$ cat config.mk
export PLATFORM = sky130hd
export DESIGN_NAME = integer_field_scanner
export DESIGN_NICKNAME = d
export VERILOG_FILES = /design/src/hw/rtl/ifs_pkg.sv /design/src/hw/rtl/ifs_scan.sv /design/src/hw/rtl/ifs_format.sv /design/src/hw/rtl/integer_field_scanner.sv
export SDC_FILE = /design/constraint.sdc
export NUM_CORES = 1
export LEC_CHECK = 0
export BUFFER_PORTS_ARGS = -buffer_cell sky130_fd_sc_hd__buf_2
export CAP_MARGIN = 20
export CORE_MARGIN = 4
export CORE_UTILIZATION = 45
export DETAILED_ROUTE_END_ITERATION = 7
export SYNTH_ARGS = -nofsm -noshare
export SYNTH_HDL_FRONTEND = slang
export SYNTH_SLANG_ARGS = --single-unit
$ cat constraint.sdc
create_clock -name clk -period 7.75 [get_ports clk]
set_input_delay 0.3875 -clock clk [delete_from_list [all_inputs] [get_ports clk]]
set_output_delay 0.3875 -clock clk [all_outputs]
set_load 0.02 [all_outputs]
$ cat src/hw/rtl/ifs_pkg.sv
`timescale 1ns / 1ps
// ----------------------------------------------------------------------------
// ifs_pkg: shared types and constants for the integer field scanner
// Character codes, base and size codes, the configuration bundle and the
// finished-field record passed from the scan stage to the format stage.
// ----------------------------------------------------------------------------
package ifs_pkg;

  // Field width cap and counter sizing
  localparam int MAX_FIELD_CHARS = 63;
  localparam int MAXW_W          = 6;
  localparam int CNT_W           = $clog2(MAX_FIELD_CHARS + 1);
  localparam int CMP_W           = ((CNT_W > MAXW_W) ? CNT_W : MAXW_W) + 1;

  localparam int VAL_W = 64;
  localparam int SUM_W = VAL_W + 4;

  // Base codes (register and active base)
  localparam logic [1:0] BASE_AUTO = 2'd0;
  localparam logic [1:0] BASE_OCT  = 2'd1;
  localparam logic [1:0] BASE_DEC  = 2'd2;
  localparam logic [1:0] BASE_HEX  = 2'd3;

  // Store size codes
  localparam logic [1:0] SZ_BYTE  = 2'd0;
  localparam logic [1:0] SZ_HALF  = 2'd1;
  localparam logic [1:0] SZ_WORD  = 2'd2;
  localparam logic [1:0] SZ_DWORD = 2'd3;

  // Status codes
  localparam logic [1:0] ST_OK       = 2'd0;
  localparam logic [1:0] ST_NO_MATCH = 2'd1;
  localparam logic [1:0] ST_EOI      = 2'd2;

  // Configuration register indexes
  localparam logic [1:0] REG_BASE_MODE   = 2'd0;
  localparam logic [1:0] REG_SIGNED_MODE = 2'd1;
  localparam logic [1:0] REG_MAX_WIDTH   = 2'd2;
  localparam logic [1:0] REG_STORE_SIZE  = 2'd3;

  // Character codes
  localparam logic [7:0] CH_TAB   = 8'd9;
  localparam logic [7:0] CH_CR    = 8'd13;
  localparam logic [7:0] CH_SPACE = 8'd32;
  localparam logic [7:0] CH_PLUS  = 8'h2B;
  localparam logic [7:0] CH_MINUS = 8'h2D;
  localparam logic [7:0] CH_ZERO  = 8'h30;
  localparam logic [7:0] CH_NINE  = 8'h39;
  localparam logic [7:0] CH_SEVEN = 8'h37;
  localparam logic [7:0] CH_A_UP  = 8'h41;
  localparam logic [7:0] CH_F_UP  = 8'h46;
  localparam logic [7:0] CH_A_LO  = 8'h61;
  localparam logic [7:0] CH_F_LO  = 8'h66;
  localparam logic [7:0] CH_X_UP  = 8'h58;
  localparam logic [7:0] CH_X_LO  = 8'h78;

  localparam logic [VAL_W-1:0] SAT_POS = {1'b0, {(VAL_W-1){1'b1}}};
  localparam logic [VAL_W-1:0] SAT_NEG = {1'b1, {(VAL_W-1){1'b0}}};

  typedef struct packed {
    logic [1:0]        base_mode;
    logic              signed_mode;
    logic [MAXW_W-1:0] max_width;
    logic [1:0]        store_size;
  } cfg_t;

  // Finished field, as handed to the formatter
  typedef struct packed {
    logic [VAL_W-1:0] acc;
    logic             neg;
    logic             ovf;
    logic [1:0]       status;
    logic             consumed;
    logic             signed_mode;
    logic [1:0]       store_size;
  } fin_rec_t;

  // Hex digit decode: {valid, value}
  function automatic logic [4:0] hex_digit(input logic [7:0] c);
    logic [4:0] r;
    r = 5'd0;
    if (c >= CH_ZERO && c <= CH_NINE) begin
      r = {1'b1, 4'(c - CH_ZERO)};
    end else if (c >= CH_A_LO && c <= CH_F_LO) begin
      r = {1'b1, 4'(c - CH_A_LO + 8'd10)};
    end else if (c >= CH_A_UP && c <= CH_F_UP) begin
      r = {1'b1, 4'(c - CH_A_UP + 8'd10)};
    end
    return r;
  endfunction

endpackage

$ cat src/hw/rtl/ifs_scan.sv
`timescale 1ns / 1ps
// ----------------------------------------------------------------------------
// ifs_scan: per-character scan step
// Holds the field state (phase, accumulator, flags, count), advances it by
// one character per accepted transaction and registers a record of each
// finished field for the formatter.
// ----------------------------------------------------------------------------
module ifs_scan (
  input  logic              clk,
  input  logic              rst_n,
  input  logic              in_take,
  input  logic [7:0]        char_in,
  input  logic              end_of_input,
  input  ifs_pkg::cfg_t     cfg,
  input  logic              fmt_ready,
  output logic              rec_ready,
  output logic              rec_valid,
  output ifs_pkg::fin_rec_t rec
);

  typedef enum logic [1:0] {
    PH_SKIP,
    PH_FIRST,
    PH_ZERO,
    PH_DIGITS
  } phase_t;

  phase_t                          phase_r, phase_nxt;
  logic [ifs_pkg::VAL_W-1:0]       acc_r, acc_nxt;
  logic                            neg_r, neg_nxt;
  logic [ifs_pkg::CNT_W-1:0]       cnt_r, cnt_nxt;
  logic                            ovf_r, ovf_nxt;
  logic                            ds_r, ds_nxt;
  logic [1:0]                      ab_r, ab_nxt;
  logic                            rec_valid_r;
  ifs_pkg::fin_rec_t               rec_r;

  logic                            fin;
  logic [1:0]                      fin_st;
  logic                            fin_cons;
  logic                            is_space, is_sign;
  logic [1:0]                      ab_dig;
  logic [4:0]                      hd;
  logic                            dig_ok;
  logic [ifs_pkg::SUM_W-1:0]       mul, sum;
  logic                            sum_ovf;
  logic [ifs_pkg::CMP_W-1:0]       mw_ext, lim, cnt_inc;
  logic                            hit;

  // Character class and count limit
  assign is_space = (char_in == ifs_pkg::CH_SPACE) ||
                    (char_in >= ifs_pkg::CH_TAB && char_in <= ifs_pkg::CH_CR);
  assign is_sign  = (char_in == ifs_pkg::CH_PLUS) || (char_in == ifs_pkg::CH_MINUS);
  assign mw_ext   = ifs_pkg::CMP_W'(cfg.max_width);
  assign lim      = (mw_ext == '0 || mw_ext > ifs_pkg::CMP_W'(ifs_pkg::MAX_FIELD_CHARS)) ?
                    ifs_pkg::CMP_W'(ifs_pkg::MAX_FIELD_CHARS) : mw_ext;
  assign cnt_inc  = ifs_pkg::CMP_W'(cnt_r) + ifs_pkg::CMP_W'(1);
  assign hit      = cnt_inc >= lim;

  // Base used for a digit in this step (latched at the first non-space)
  assign ab_dig = (phase_r == PH_SKIP) ?
                  ((cfg.base_mode == ifs_pkg::BASE_AUTO) ? ifs_pkg::BASE_DEC : cfg.base_mode) :
                  ab_r;

  // Digit decode in the active base
  always_comb begin
    hd     = ifs_pkg::hex_digit(char_in);
    dig_ok = hd[4];
    case (ab_dig)
      ifs_pkg::BASE_OCT: dig_ok = hd[4] && (hd[3:0] <= 4'd7);
      ifs_pkg::BASE_HEX: dig_ok = hd[4];
      default:           dig_ok = hd[4] && (hd[3:0] <= 4'd9);
    endcase
  end

  // Accumulate: acc * base + digit, overflow when it leaves 64 bits
  always_comb begin
    case (ab_dig)
      ifs_pkg::BASE_OCT: mul = {1'b0, acc_r, 3'b000};
      ifs_pkg::BASE_HEX: mul = {acc_r, 4'b0000};
      default:           mul = {1'b0, acc_r, 3'b000} + {3'b000, acc_r, 1'b0};
    endcase
    sum     = mul + ifs_pkg::SUM_W'(hd[3:0]);
    sum_ovf = |sum[ifs_pkg::SUM_W-1:ifs_pkg::VAL_W];
  end

  // One scan step
  always_comb begin
    logic done;
    phase_nxt = phase_r;
    acc_nxt   = acc_r;
    neg_nxt   = neg_r;
    cnt_nxt   = cnt_r;
    ovf_nxt   = ovf_r;
    ds_nxt    = ds_r;
    ab_nxt    = ab_r;
    fin       = 1'b0;
    fin_st    = ifs_pkg::ST_OK;
    fin_cons  = 1'b0;
    done      = 1'b0;

    if (phase_r == PH_SKIP) begin
      if (end_of_input) begin
        fin    = 1'b1;
        fin_st = ifs_pkg::ST_EOI;
        done   = 1'b1;
      end else if (is_space) begin
        done = 1'b1;
      end else begin
        ab_nxt    = ab_dig;
        phase_nxt = PH_FIRST;
        if (is_sign) begin
          neg_nxt  = (char_in == ifs_pkg::CH_MINUS);
          cnt_nxt  = cnt_inc[ifs_pkg::CNT_W-1:0];
          fin      = hit;
          fin_cons = 1'b1;
          done     = 1'b1;
        end
      end
    end

    if (!done && end_of_input) begin
      fin  = 1'b1;
      done = 1'b1;
    end

    if (!done) begin
      if (phase_r == PH_SKIP || phase_r == PH_FIRST) begin
        // a leading zero is a prefix in auto and hex modes
        if (char_in == ifs_pkg::CH_ZERO &&
            (cfg.base_mode == ifs_pkg::BASE_AUTO || cfg.base_mode == ifs_pkg::BASE_HEX)) begin
          if (cfg.base_mode == ifs_pkg::BASE_AUTO) begin
            ab_nxt = ifs_pkg::BASE_OCT;
          end
          ds_nxt    = 1'b1;
          phase_nxt = PH_ZERO;
          cnt_nxt   = cnt_inc[ifs_pkg::CNT_W-1:0];
          fin       = hit;
          fin_cons  = 1'b1;
          done      = 1'b1;
        end else begin
          phase_nxt = PH_DIGITS;
        end
      end else if (phase_r == PH_ZERO) begin
        phase_nxt = PH_DIGITS;
        if (char_in == ifs_pkg::CH_X_LO || char_in == ifs_pkg::CH_X_UP) begin
          ab_nxt   = ifs_pkg::BASE_HEX;
          cnt_nxt  = cnt_inc[ifs_pkg::CNT_W-1:0];
          fin      = hit;
          fin_cons = 1'b1;
          done     = 1'b1;
        end
      end
    end

    if (!done) begin
      if (!dig_ok) begin
        fin = 1'b1;
      end else begin
        ds_nxt = 1'b1;
        if (!ovf_r) begin
          if (sum_ovf) begin
            ovf_nxt = 1'b1;
          end else begin
            acc_nxt = sum[ifs_pkg::VAL_W-1:0];
          end
        end
        cnt_nxt  = cnt_inc[ifs_pkg::CNT_W-1:0];
        fin      = hit;
        fin_cons = 1'b1;
      end
    end

    if (fin && fin_st == ifs_pkg::ST_OK && !ds_nxt) begin
      fin_st = ifs_pkg::ST_NO_MATCH;
    end
  end

  assign rec_ready = !rec_valid_r || fmt_ready;

  // Field state and finished-field record
  always_ff @(posedge clk) begin
    if (!rst_n) begin
      phase_r     <= PH_SKIP;
      acc_r       <= '0;
      neg_r       <= 1'b0;
      cnt_r       <= '0;
      ovf_r       <= 1'b0;
      ds_r        <= 1'b0;
      ab_r        <= ifs_pkg::BASE_DEC;
      rec_valid_r <= 1'b0;
    end else begin
      if (in_take) begin
        if (fin) begin
          phase_r <= PH_SKIP;
          acc_r   <= '0;
          neg_r   <= 1'b0;
          cnt_r   <= '0;
          ovf_r   <= 1'b0;
          ds_r    <= 1'b0;
          ab_r    <= ifs_pkg::BASE_DEC;
        end else begin
          phase_r <= phase_nxt;
          acc_r   <= acc_nxt;
          neg_r   <= neg_nxt;
          cnt_r   <= cnt_nxt;
          ovf_r   <= ovf_nxt;
          ds_r    <= ds_nxt;
          ab_r    <= ab_nxt;
        end
      end
      if (rec_ready) begin
        rec_valid_r <= in_take && fin;
      end
      // record payload
      if (rec_ready && in_take && fin) begin
        rec_r.acc         <= acc_nxt;
        rec_r.neg         <= neg_nxt;
        rec_r.ovf         <= ovf_nxt;
        rec_r.status      <= fin_st;
        rec_r.consumed    <= fin_cons;
        rec_r.signed_mode <= cfg.signed_mode;
        rec_r.store_size  <= cfg.store_size;
      end
    end
  end

  assign rec_valid = rec_valid_r;
  assign rec       = rec_r;

endmodule

$ cat src/hw/rtl/ifs_format.sv
`timescale 1ns / 1ps
// ----------------------------------------------------------------------------
// ifs_format: result conversion and output register
// Applies sign, saturation and store-size truncation to a finished field and
// holds the result transaction until the consumer takes it.
// ----------------------------------------------------------------------------
module ifs_format (
  input  logic                      clk,
  input  logic                      rst_n,
  input  logic                      rec_valid,
  input  ifs_pkg::fin_rec_t         rec,
  output logic                      fmt_ready,
  output logic                      out_valid,
  input  logic                      out_stall,
  output logic [ifs_pkg::VAL_W-1:0] out_value,
  output logic [1:0]                out_status,
  output logic                      out_char_consumed
);

  logic                      out_valid_r;
  logic [ifs_pkg::VAL_W-1:0] value_r, value_nxt;
  logic [1:0]                status_r;
  logic                      consumed_r;
  logic [ifs_pkg::VAL_W-1:0] neg_acc, v;
  logic                      sat;

  assign neg_acc   = ifs_pkg::VAL_W'(0) - rec.acc;
  assign fmt_ready = !out_valid_r || !out_stall;

  // Sign, saturation and truncation
  always_comb begin
    sat = 1'b0;
    if (rec.signed_mode) begin
      if (!rec.neg) begin
        sat = rec.ovf || rec.acc[ifs_pkg::VAL_W-1];
        v   = sat ? ifs_pkg::SAT_POS : rec.acc;
      end else begin
        sat = rec.ovf || (rec.acc[ifs_pkg::VAL_W-1] && |rec.acc[ifs_pkg::VAL_W-2:0]);
        v   = sat ? ifs_pkg::SAT_NEG : neg_acc;
      end
    end else begin
      if (rec.ovf) begin
        v = '1;
      end else begin
        v = rec.neg ? neg_acc : rec.acc;
      end
    end

    case (rec.store_size)
      ifs_pkg::SZ_BYTE: value_nxt = {{56{v[7]}}, v[7:0]};
      ifs_pkg::SZ_HALF: value_nxt = {{48{v[15]}}, v[15:0]};
      ifs_pkg::SZ_WORD: value_nxt = {{32{v[31]}}, v[31:0]};
      default:          value_nxt = v;
    endcase

    if (rec.status != ifs_pkg::ST_OK) begin
      value_nxt = '0;
    end
  end

  // Output register
  always_ff @(posedge clk) begin
    if (!rst_n) begin
      out_valid_r <= 1'b0;
    end else if (fmt_ready) begin
      out_valid_r <= rec_valid;
    end
  end

  always_ff @(posedge clk) begin
    if (fmt_ready && rec_valid) begin
      value_r    <= value_nxt;
      status_r   <= rec.status;
      consumed_r <= rec.consumed;
    end
  end

  assign out_valid         = out_valid_r;
  assign out_value         = value_r;
  assign out_status        = status_r;
  assign out_char_consumed = consumed_r;

endmodule

$ cat src/hw/rtl/integer_field_scanner.sv
`timescale 1ns / 1ps
// Pipeline: the transaction that ends a field writes the field record in the scan stage,
//   and conversion then writes the output register; either register can hold under a stall.
// Throughput: one character per cycle while in_stall is low.
// Reset (synchronous, rst_n low): scan state returns to skipping whitespace, the
//   pipeline empties, and registers load base decimal, signed, width cap, four bytes.
// ----------------------------------------------------------------------------
// integer_field_scanner: scanf-style integer field conversion
// Top level: configuration registers, input handshake, scan stage and
// format/output stage.
// ----------------------------------------------------------------------------
module integer_field_scanner (
  input  logic        clk,
  input  logic        rst_n,
  input  logic        in_valid,
  output logic        in_stall,
  input  logic [7:0]  in_char_in,
  input  logic        in_end_of_input,
  output logic        out_valid,
  input  logic        out_stall,
  output logic [63:0] out_value,
  output logic [1:0]  out_status,
  output logic        out_char_consumed,
  input  logic        cfg_valid,
  output logic        cfg_ready,
  input  logic [1:0]  cfg_index,
  input  logic [5:0]  cfg_data
);

  logic [1:0]                 base_mode_r;
  logic                       signed_mode_r;
  logic [ifs_pkg::MAXW_W-1:0] max_width_r;
  logic [1:0]                 store_size_r;
  ifs_pkg::cfg_t              cfg;
  logic                       rec_ready, rec_valid, fmt_ready, in_take;
  ifs_pkg::fin_rec_t          rec;

  assign cfg_ready = 1'b1;

  // Configuration registers
  always_ff @(posedge clk) begin
    if (!rst_n) begin
      base_mode_r   <= ifs_pkg::BASE_DEC;
      signed_mode_r <= 1'b1;
      max_width_r   <= '0;
      store_size_r  <= ifs_pkg::SZ_WORD;
    end else if (cfg_valid && cfg_ready) begin
      case (cfg_index)
        ifs_pkg::REG_BASE_MODE:   base_mode_r   <= cfg_data[1:0];
        ifs_pkg::REG_SIGNED_MODE: signed_mode_r <= cfg_data[0];
        ifs_pkg::REG_MAX_WIDTH:   max_width_r   <= cfg_data[ifs_pkg::MAXW_W-1:0];
        ifs_pkg::REG_STORE_SIZE:  store_size_r  <= cfg_data[1:0];
        default: ;
      endcase
    end
  end

  assign cfg.base_mode   = base_mode_r;
  assign cfg.signed_mode = signed_mode_r;
  assign cfg.max_width   = max_width_r;
  assign cfg.store_size  = store_size_r;

  // Input handshake
  assign in_stall = !rec_ready;
  assign in_take  = in_valid && !in_stall;

  ifs_scan u_scan (
    .clk          (clk),
    .rst_n        (rst_n),
    .in_take      (in_take),
    .char_in      (in_char_in),
    .end_of_input (in_end_of_input),
    .cfg          (cfg),
    .fmt_ready    (fmt_ready),
    .rec_ready    (rec_ready),
    .rec_valid    (rec_valid),
    .rec          (rec)
  );

  ifs_format u_format (
    .clk               (clk),
    .rst_n             (rst_n),
    .rec_valid         (rec_valid),
    .rec               (rec),
    .fmt_ready         (fmt_ready),
    .out_valid         (out_valid),
    .out_stall         (out_stall),
    .out_value         (out_value),
    .out_status        (out_status),
    .out_char_consumed (out_char_consumed)
  );

endmodule

==> metrics.csv, run 1 <==
stage,metric,value,unit
status,outcome,"finished, final reports clean",
placed_design,hpwl,51700,microns
placed_design,place.gp.congestion,0.943,
critical_path,critPathMaxFanout,41,
synthesis,ys_ff_latch,229,
synthesis,yosysTopAreaCellShare,20.4,%
timing,max_freq,156,MHz
critical_path,cp.required,8.18,ns
die,core,44600,sq um
synthesis,synth.distinct_cells,97,
synthesis,synth_ff_type,edfxtp_1,
layout,areaGrowthSynthToFinish,6.91,%
synthesis,synth-async-reset-ratio,0,%
clock_tree,htreeDepth,1,
grt,overflow,0,
die,die-height,221,microns
worst_hold_path,hold_class,in2reg,
layout,nets,2614,
clock_tree,numCtsBuffers,21,
synthesis,synth_area_per_cell,8.09,sq um
critical_path,cp-end-kind,flip-flop,
timing,period_needed,6.41,ns
clock_tree,ctsResizeCount,0,
timing,slew_headroom,33.3,%
synthesis,yosysTopAreaCell,edfxtp_1,
grt,grt_pass1_wl,102000,microns
die,dieArea,49100,sq um
grt,track_usage,25.3,%
pwr,irDropWorstVdd,0.155,mV
synthesis,synth_area,20500,sq um
critical_path,cp_cell_sequence,inv_1 > ha_1 > or4b_4 > and2_4 > nor2_1 > a22o_1 > ha_1 > a21o_1 > o2111ai_1 > o22a_1 > nor3_1 > nand2_1 > or4_1 > nor3_1 > buf_4 > nand2b_1 > or2_2 > nor4_4 > o211a_2 > buf_4 > o2bb2ai_1,
die,die_w,221,microns
detailed_routing,wl_per_cell,21.0,microns
synthesis,yosysWarnings,0,
synthesis,yosysSeqAreaShare,29.1,%
timing,fin_skew,0.0174,ns
layout,layout-drive-gt1-share,10.9,%
detailed_routing,drc,0,
pwr,power.density,122,nW/um^2
clock_tree,clk_latency,0.51,ns
detailed_routing,drt_wl_total,65500,microns
critical_path,startpoint_type,flip-flop,
detailed_routing,ant_nets,0,
timing,hold_viol,0,
layout,antenna_cells,0,
detailed_routing,first_pass_iters,8,
detailed_routing,vias_per_cell,6.25,
synthesis,synthCells,2535,
timing,rsz0062_at_grt,false,
placed_design,io_buffer_count,90,
die,rows,77,
synthesis,synth_area_leaders,"edfxtp_1, dfxtp_1, nand2_1",
die,start_util,46.0,%
timing,setup_tns,0,ns
timing,setup_viol,0,
critical_path,crit_type,reg2reg,
flow_run,cap_violations,0,
clock_tree,cts_tree,done,
clock_tree,hold_buffers,0,
grt,grt_pass1_vias,17900,
grt,grt_max_degree,90,
die,ioPinCount,92,
pwr,p_leak,7.84,nW
grt,antenna_found_initial,1,
synthesis,synth_edf_count,139,
clock_tree,cts_buffer_depth,3,
clock_tree,cts.sink_count,229,
critical_path,crit_path_max_incr_delay,0.68,ns
timing,worst_slew_pin_slew,0.998,ns
critical_path,worstPathArrival,6.84,ns
timing,period_share,82.7,%
timing,hold_slack,0.139,ns
detailed_routing,drtIter0Drc,1858,
clock_tree,cts_setup_buffers,0,
detailed_routing,num_vias,19500,
clock_tree,cts-root-buf,clkbuf_16,
clock_tree,clk_pin_slew,0.07,ns
timing,report.final.slew_viol_count,0,
critical_path,worst_path_max_delay_cell,o211a_2,
synthesis,mappedNetlistNets,2638,
## cells by family after synthesis
kind of cell	after synthesis	synth area share [%]
XOR/XNOR	151	6.45
flip-flops	229	29.1
AND/OR/NAND/NOR	953	22.8
AO/OA/AOI/OAI	804	24.9
buffers and inverters	207	4.78
multiplexers	109	6.87
other	1	0.0183
adder cells (fa/ha/maj)	81	5.01
## cells in the final DEF (no fill, tap or decap), drive strengths merged, types with 32 or more instances in the layout
| master | n |
|---|---|
| nand2 | 362 |
| a21oi | 261 |
| o21ai | 189 |
| nor2 | 175 |
| edfxtp | 139 |
| buf | 125 |
| dfxtp | 90 |
| xor2 | 79 |
| ha | 79 |
| mux2 | 77 |
| xnor2 | 72 |
| o2bb2ai | 65 |
| nand4 | 65 |
| nor3 | 61 |
| nand3 | 60 |
| inv | 36 |
| mux2i | 32 |
## report_power, final
group	total (mW)	leakage (nW)	internal [mW]	switching, mW
clock	1.09	0.351	0.638	0.450
sequential	1.34	2.06	1.32	0.0210
combinational	0.251	5.43	0.0810	0.170
total	2.68	7.84	2.04	0.641
## Yosys cell counts (all sizes together), types with 7 or more instances
cell       n
inv       34
and4       9
o31ai     20
o21bai     8
nand3b    15
a211oi    29
edfxtp   139
o41ai     15
nor2     175
clkbuf   121
or4       23
nor4      27
a21o      26
o21a      22
nor3b      9
and2      16
a21boi    11
nand2b    16
a21oi    261
nor3      61
o211ai    23
buf       51
nand2    362
a31o       8
mux2      77
xnor2     72
nand4     65
nand3     60
a31oi     20
and3      29
o21ai    189
o2bb2ai   65
a22oi      9
nor2b     20
ha        79
dfxtp     90
o22ai     27
or3       29
a32oi      7
or2       12
xor2      79
mux2i     32
## worst max-delay path, delay by kind of cell (launching register included)
kind,cells,cell delay [ns]
compound gates,6,1.60
fa+ha+maj,2,0.40
buf+inv,3,0.64
flops,1,0.36
simple gates,10,3.28
## path summary, 6_finish.rpt
| check | start | to | slack, ns | depth (start not counted) |
|---|---|---|---|---|
| min | cfg_data[5] | max_width_r[5] | 0.14 | 3 |
| max reg2reg | base_mode_r[0] | u_scan.acc_r[10] | 1.34 | 21 |
| max | base_mode_r[0] | u_scan.acc_r[10] | 1.34 | 21 |
| min reg2reg | u_scan.rec[3] | u_format.out_char_consumed | 0.42 | 0 |
## final cells by class
cell class	instances	area, sq um
clock buffer	21	526
multi-input combinational	2099	13600
tap	592	741
sequential	229	5980
fill	4318	22700
timing repair buffer	125	748
clock inverter	16	209
inverter	35	131
## stage by stage
stage                     cell area, sq um  cells  util (%)  total power, mW  worst slack [ns]
after floorplan                      20500   2535         -             1.55             0.981
after global placement               21200   3078      47.5             1.61             0.931
after detailed placement             21200   3079      47.5             1.62              1.31
after CTS                            21900   3116      49.1             2.71              1.43
after global routing                 21900   3117      49.2             2.79              1.03
final                                21900   3117      49.2             2.68              1.34
## layer usage
layer,share of wire (%),up-vias,global-route usage (%)
li1,-,9440,-
met1,46,9222,37.1
met2,44,715,40.3
met3,7.2,92,2.26
met4,2.4,0,6.44
met5,0,-,0
## flip-flops by register name (all words and copies together) (netlist names), 6 cells and up
name,flops
u_scan.rec,72
u_format.out_value,64
u_scan.acc_r,64
max_width_r,6
u_scan.cnt_r,6
Note: power is estimated with default switching activity, not from simulation.
==> run 2: changes to the inputs <==
==> constraint.sdc (replaced) <==
create_clock -name clk -period 5.2 [get_ports clk]
set_input_delay 0.26 -clock clk [delete_from_list [all_inputs] [get_ports clk]]
set_output_delay 0.26 -clock clk [all_outputs]
set_load 0.02 [all_outputs]
==> metrics.csv, run 2 (synthesis gave the netlist of run 1 again) <==
stage,metric,value,unit
layout,nets,2941,
status,failed_checks,negative setup slack,
pwr,comb_power_share,10.3,%
layout,fillCellCount,4069,
critical_path,cp_cell_sequence,inv_2 > ha_4 > or4b_4 > and2_4 > a22o_1 > ha_4 > a21o_4 > nand4_1 > o22a_1 > nor3_2 > nand3_1 > or4_4 > or4_4 > and3_4 > and4_1 > a31o_1 > o21a_4 > buf_12 > clkbuf_16 > mux2_4,
critical_path,crit_path_max_incr_delay,0.55,ns
placed_design,placed_cells,3379,
die,die-height,221,microns
layout,largest_reg_flops,72,
worst_hold_path,whs_path_depth,3,
layout,final_cell_mix,"nand2_1, buf_4, a21oi_1, o21ai_0, nor2_1",
timing,fin_skew,0.0210,ns
critical_path,cp.required,5.46,ns
grt,track_usage,27.7,%
die,start_util,46.0,%
timing,rsz0062_at_grt,true,
critical_path,worstPathArrival,5.57,ns
clock_tree,cts.sink_count,229,
layout,final_cells,3447,
pwr,p_int,3.21,mW
pwr,seqPwrFrac,47.4,%
grt,grt_pass1_vias,19400,
pwr,sw_frac_of_total,24.2,%
detailed_routing,first_pass_iters,6,
die,ioPinCount,92,
critical_path,worst_path_max_delay_cell,or4b_4,
critical_path,critPathMaxFanout,5,
clock_tree,numCtsBuffers,22,
clock_tree,clk_latency,0.52,ns
placed_design,place.gp.congestion,0.971,
detailed_routing,drt_wl_total,74600,microns
layout,final_common_cell,nand2_1,
clock_tree,cts_tree,done,
pwr,clockPowerShare,42.3,%
die,dieArea,49100,sq um
pwr,power,4.23,mW
status,outcome,"complete, but fails checks",
detailed_routing,vias_per_cell,6.15,
clock_tree,cts-root-buf,clkbuf_16,
critical_path,crit_type,reg2reg,
detailed_routing,ant_nets,0,
timing,setup_viol,63,
die,die_w,221,microns
timing,slew_headroom,28.1,%
detailed_routing,num_vias,21200,
die,core,44600,sq um
critical_path,r2r_setup_slack,-0.11,ns
critical_path,worst_r2r_path_depth,20,
critical_path,cp-end-kind,flip-flop,
grt,overflow,0,
critical_path,cp_num_buf_inv,3,
worst_hold_path,worstHoldStart,cfg_data[4],
critical_path,startpoint_type,flip-flop,
grt,grt_max_degree,100,
layout,areaGrowthSynthToFinish,23.7,%
clock_tree,cts_buffer_depth,3,
flow_run,cap_violations,0,
worst_hold_path,hold_end,max_width_r[4],
pwr,switchingPower,1.02,mW
pwr,p_leak,9.84,nW
placed_design,hpwl,57200,microns
clock_tree,clk_pin_slew,0.07,ns
critical_path,crit_family,simple AND/OR/NAND/NOR gates,
pwr,irDropWorstVdd,0.183,mV
pwr,power.density,167,nW/um^2
detailed_routing,drc,0,
critical_path,r2r-end,u_scan.rec[12],
clock_tree,htreeDepth,1,
grt,grt_pass1_wl,111000,microns
critical_path,reg2reg_from,base_mode_r[0],
placed_design,io_buffer_count,90,
timing,hold_viol,0,
worst_hold_path,hold_class,in2reg,
detailed_routing,drtIter0Drc,2175,
timing,worst_slew_pin_slew,1.08,ns
timing,report.final.slew_viol_count,0,
grt,antenna_found_initial,1,
die,rows,77,
layout,layout-drive-gt1-share,24.5,%
critical_path,cp-startpoint,base_mode_r[0],
timing,max_freq,188,MHz
timing,period_needed,5.31,ns
timing,finalWorstSetupSlack,-0.114,ns
detailed_routing,wl_per_cell,21.6,microns
timing,period_share,102,%
-- run 2: changes by cell type in the layout (fill, tap and decap cells not counted), sizes merged --
cell and change:
clkinv -3, inv +1, dlygate4sd3 +3, clkinvlp -2, clkbuf +13, diode +1
buf +316, bufinv +1
-- run 2: how the worst max path moves through the flow --
stage	to	slack, ns	depth (start not counted)
after floorplan	u_scan.rec[12]	-1.10	30
after global placement	u_scan.rec[71]	-0.28	22
after detailed placement	u_scan.rec[71]	-0.40	22
after CTS	u_scan.rec[55]	-0.04	21
after global routing	u_scan.rec[32]	-0.27	23
final	u_scan.rec[12]	-0.11	20
-- run 2: repair_timing --
item | 4_1_cts | 5_1_grt
setup buffers | 4 | 11
resized for setup | 18 | 98
pin swaps | 6 | 26
hold endpoints to repair | 3 | 0
setup endpoints to repair | 128 | 129
gates cloned | 1 | 10
hold buffers | 3 | 0
-- run 2: final cells by class --
cell class                      instances  area [sq um]  share of cell area [%]
Sequential cell                       229          5980                    23.6
Clock buffer                           27           601                    2.37
Clock inverter                         13           205                   0.809
Timing Repair Buffer                  451          3510                    13.8
Inverter                               35           131                   0.518
Antenna cell                            1          2.50                 0.00986
Tap cell                              592           741                    2.92
Multi-Input combinational cell       2099         14200                    56.0
-- run 2: worst reg2reg max path, delay by kind of cell (launching register included) --
family	cells	cell delay [ns]
muxes	1	0.29
and+or+nand+nor	9	2.47
adders and majority gates	2	0.43
AOI/OAI and AO/OA	5	1.14
buffers and inverters	3	0.37
DFF	1	0.34
-- run 2: power by group through the flow --
stage | Clock (mW) | Combinational (mW) | Sequential, mW
floorplan | 0 | 0.254 | 2.06
global placement | 0 | 0.404 | 2.04
detailed placement | 0 | 0.409 | 2.04
CTS | 1.82 | 0.416 | 2.00
global route | 1.90 | 0.472 | 2.01
finish | 1.79 | 0.436 | 2.00
-- run 2: per-layer routing --
layer | global-route usage, % | vias up | share of wire (%)
li1 | - | 10100 | -
met1 | 39.8 | 10100 | 45
met2 | 45.6 | 848 | 46
met3 | 2.42 | 122 | 7.0
met4 | 6.58 | 0 | 2.5
met5 | 0 | - | 0
-- run 2: stage by stage --
stage	cell area (sq um)	util (%)	hold WS (ns)	setup TNS (ns)	setup slack [ns]
global route	25400	56.9	0.0260	-21.32	-0.268
global placement	23600	52.9	0.402	-24.53	-0.283
CTS	24600	55.1	0.00475	-0.653	-0.0388
detailed placement	23600	52.9	0.407	-37.73	-0.398
floorplan	20700	-	0.385	-118.86	-1.10
finish	25400	56.9	0.0216	-3.33	-0.114
==> run 3: changes to the inputs <==
--- a/config.mk
+++ b/config.mk
@@ -8,7 +8,7 @@
 export BUFFER_PORTS_ARGS = -buffer_cell sky130_fd_sc_hd__buf_2
 export CAP_MARGIN = 20
 export CORE_MARGIN = 4
-export CORE_UTILIZATION = 45
+export CORE_UTILIZATION = 32
 export DETAILED_ROUTE_END_ITERATION = 7
 export SYNTH_ARGS = -nofsm -noshare
 export SYNTH_HDL_FRONTEND = slang
==> metrics.csv, run 3 (synthesis gave the netlist of run 1 again) <==
stage,metric,value,unit
grt,overflow,0,
timing,worst_slew_pin_slew,0.964,ns
critical_path,cp-end-kind,flip-flop,
detailed_routing,first_pass_iters,8,
placed_design,dpl_cell_area,24500,sq um
die,ioPinCount,92,
layout,fillCellCount,6408,
timing,hold_viol,0,
die,core,63300,sq um
timing,fin_skew,0.0172,ns
layout,final_cell_mix,"buf_4, nand2_1, a21oi_1, nor2_1, o21ai_0",
timing,finalWorstSetupSlack,-0.0781,ns
critical_path,endpoint,u_scan.rec[48],
layout,antenna_cells,0,
pwr,seqPwrFrac,49.5,%
critical_path,worst_r2r_path_depth,16,
pwr,p_leak,9.97,nW
grt,track_usage,21.2,%
layout,design_area,25800,sq um
placed_design,hpwl,61100,microns
status,failed_checks,negative setup slack,
grt,grt_max_degree,89,
layout,largest_reg_flops,72,
critical_path,r2r-end,u_scan.rec[48],
placed_design,io_buffer_count,90,
clock_tree,cts.sink_count,229,
placed_design,place.gp.congestion,0.947,
critical_path,reg2reg_from,u_scan.acc_r[20],
critical_path,critPathMaxFanout,11,
status,outcome,"complete, but fails checks",
critical_path,r2r_setup_slack,-0.08,ns
detailed_routing,num_vias,21300,
timing,slew_headroom,35.8,%
detailed_routing,drt_wl_total,76600,microns
flow_run,cap_violations,0,
pwr,clockPowerShare,39.8,%
layout,nets,3015,
layout,layout-drive-gt1-share,25.1,%
grt,grt_pass1_vias,19900,
critical_path,cp.required,5.47,ns
clock_tree,cts_buffer_depth,3,
detailed_routing,wl_per_cell,20.3,microns
die,dieArea,68200,sq um
pwr,irDropWorstVdd,0.220,mV
clock_tree,cts-root-buf,clkbuf_16,
die,rows,92,
pwr,sw_frac_of_total,25.9,%
layout,fin_util,40.7,%
layout,final_cells,3774,
timing,setup_tns,-2.56,ns
die,die-height,261,microns
clock_tree,numCtsBuffers,23,
detailed_routing,vias_per_cell,5.64,
clock_tree,cts_tree,done,
die,die_w,261,microns
worst_hold_path,hold_class,in2reg,
critical_path,crit_type,reg2reg,
pwr,power.density,157,nW/um^2
timing,report.final.slew_viol_count,0,
timing,rsz0062_at_grt,true,
layout,areaGrowthSynthToFinish,25.7,%
timing,hold_slack,0.0162,ns
timing,setup_viol,63,
clock_tree,clk_latency,0.53,ns
critical_path,worstPathArrival,5.55,ns
pwr,p_int,3.00,mW
die,start_util,32.4,%
grt,antenna_found_initial,0,
clock_tree,clk_pin_slew,0.07,ns
placed_design,placed_cells,3713,
critical_path,startpoint_type,flip-flop,
timing,period_share,102,%
detailed_routing,drc,0,
timing,max_freq,189,MHz
grt,grt_pass1_wl,116000,microns
layout,final_common_cell,buf_4,
detailed_routing,drtIter0Drc,1916,
detailed_routing,ant_nets,0,
pwr,comb_power_share,10.7,%
critical_path,cp-startpoint,u_scan.acc_r[20],
clock_tree,htreeDepth,1,
pwr,switchingPower,1.05,mW
timing,period_needed,5.28,ns
==> run 3: how the worst min path moves through the flow <==
stage                        startpoint  cells past startpoint                         end
final                       cfg_data[4]                      3              max_width_r[4]
after global routing        cfg_data[4]                      3              max_width_r[4]
after CTS                   cfg_data[4]                      3              max_width_r[4]
after detailed placement  u_scan.rec[3]                      0  u_format.out_char_consumed
after global placement    u_scan.rec[3]                      0  u_format.out_char_consumed
after floorplan             cfg_data[0]                      2               signed_mode_r
==> run 3: area by class of cell <==
class                   count  area [sq um]  area share [%]
clock buffers              24           579            2.25
clock inverters            17           141           0.548
well taps                 846          1060            4.11
inverters                  35           131           0.510
repair buffers            524          3940            15.3
flip-flops and latches    229          5980            23.2
multi-input cells        2099         13900            54.1
==> run 3: power groups by stage <==
stage               combinational [mW]  sequential, mW  clock, mW
finish                           0.434            2.00       1.61
global route                     0.472            2.01       1.72
CTS                              0.424            2.00       1.64
detailed placement               0.420            2.04          0
global placement                 0.412            2.04          0
floorplan                        0.254            2.06          0
==> run 3: per-layer routing <==
metal	vias to the layer above	part of all wire, %	track usage, %	wire, microns
met2	780	44	34.1	34000
met5	-	0	0	0
li1	10200	-	-	-
met3	150	6.2	1.81	4750
met1	10100	46	30.1	35100
met4	0	3.5	7.12	2710
==> run 3: what timing repair did <==
action,4_1_cts,5_1_grt
cloned,0,4
hold buffers,4,0
endpoints found under the hold margin,4,0
endpoints found under the setup margin,129,129
setup buffers,2,10
pin swaps,4,11
gates resized for setup,24,61
==> run 3: stage by stage <==
stage	setup slack, ns	power (mW)
final	-0.0781	4.05
after global routing	-0.136	4.20
after CTS	0.00211	4.07
after detailed placement	-0.551	2.46
after global placement	-0.478	2.45
after floorplan	-1.10	2.32
==> run 3: critical path, stage by stage, from the launching register on <==
cell       delay, ns
dfxtp_1         0.55
ha_1            0.40
a21oi_1         0.24
o21ai_0         0.23
a31oi_1         0.44
o21ai_1         0.25
nor2_4          0.21
a311oi_1        0.18
or4b_4          0.61
nor4_2          0.30
and2b_2         0.23
buf_4           0.13
and4_1          0.20
a31o_1          0.18
o21a_4          0.32
clkbuf_16       0.25
mux2_4          0.30
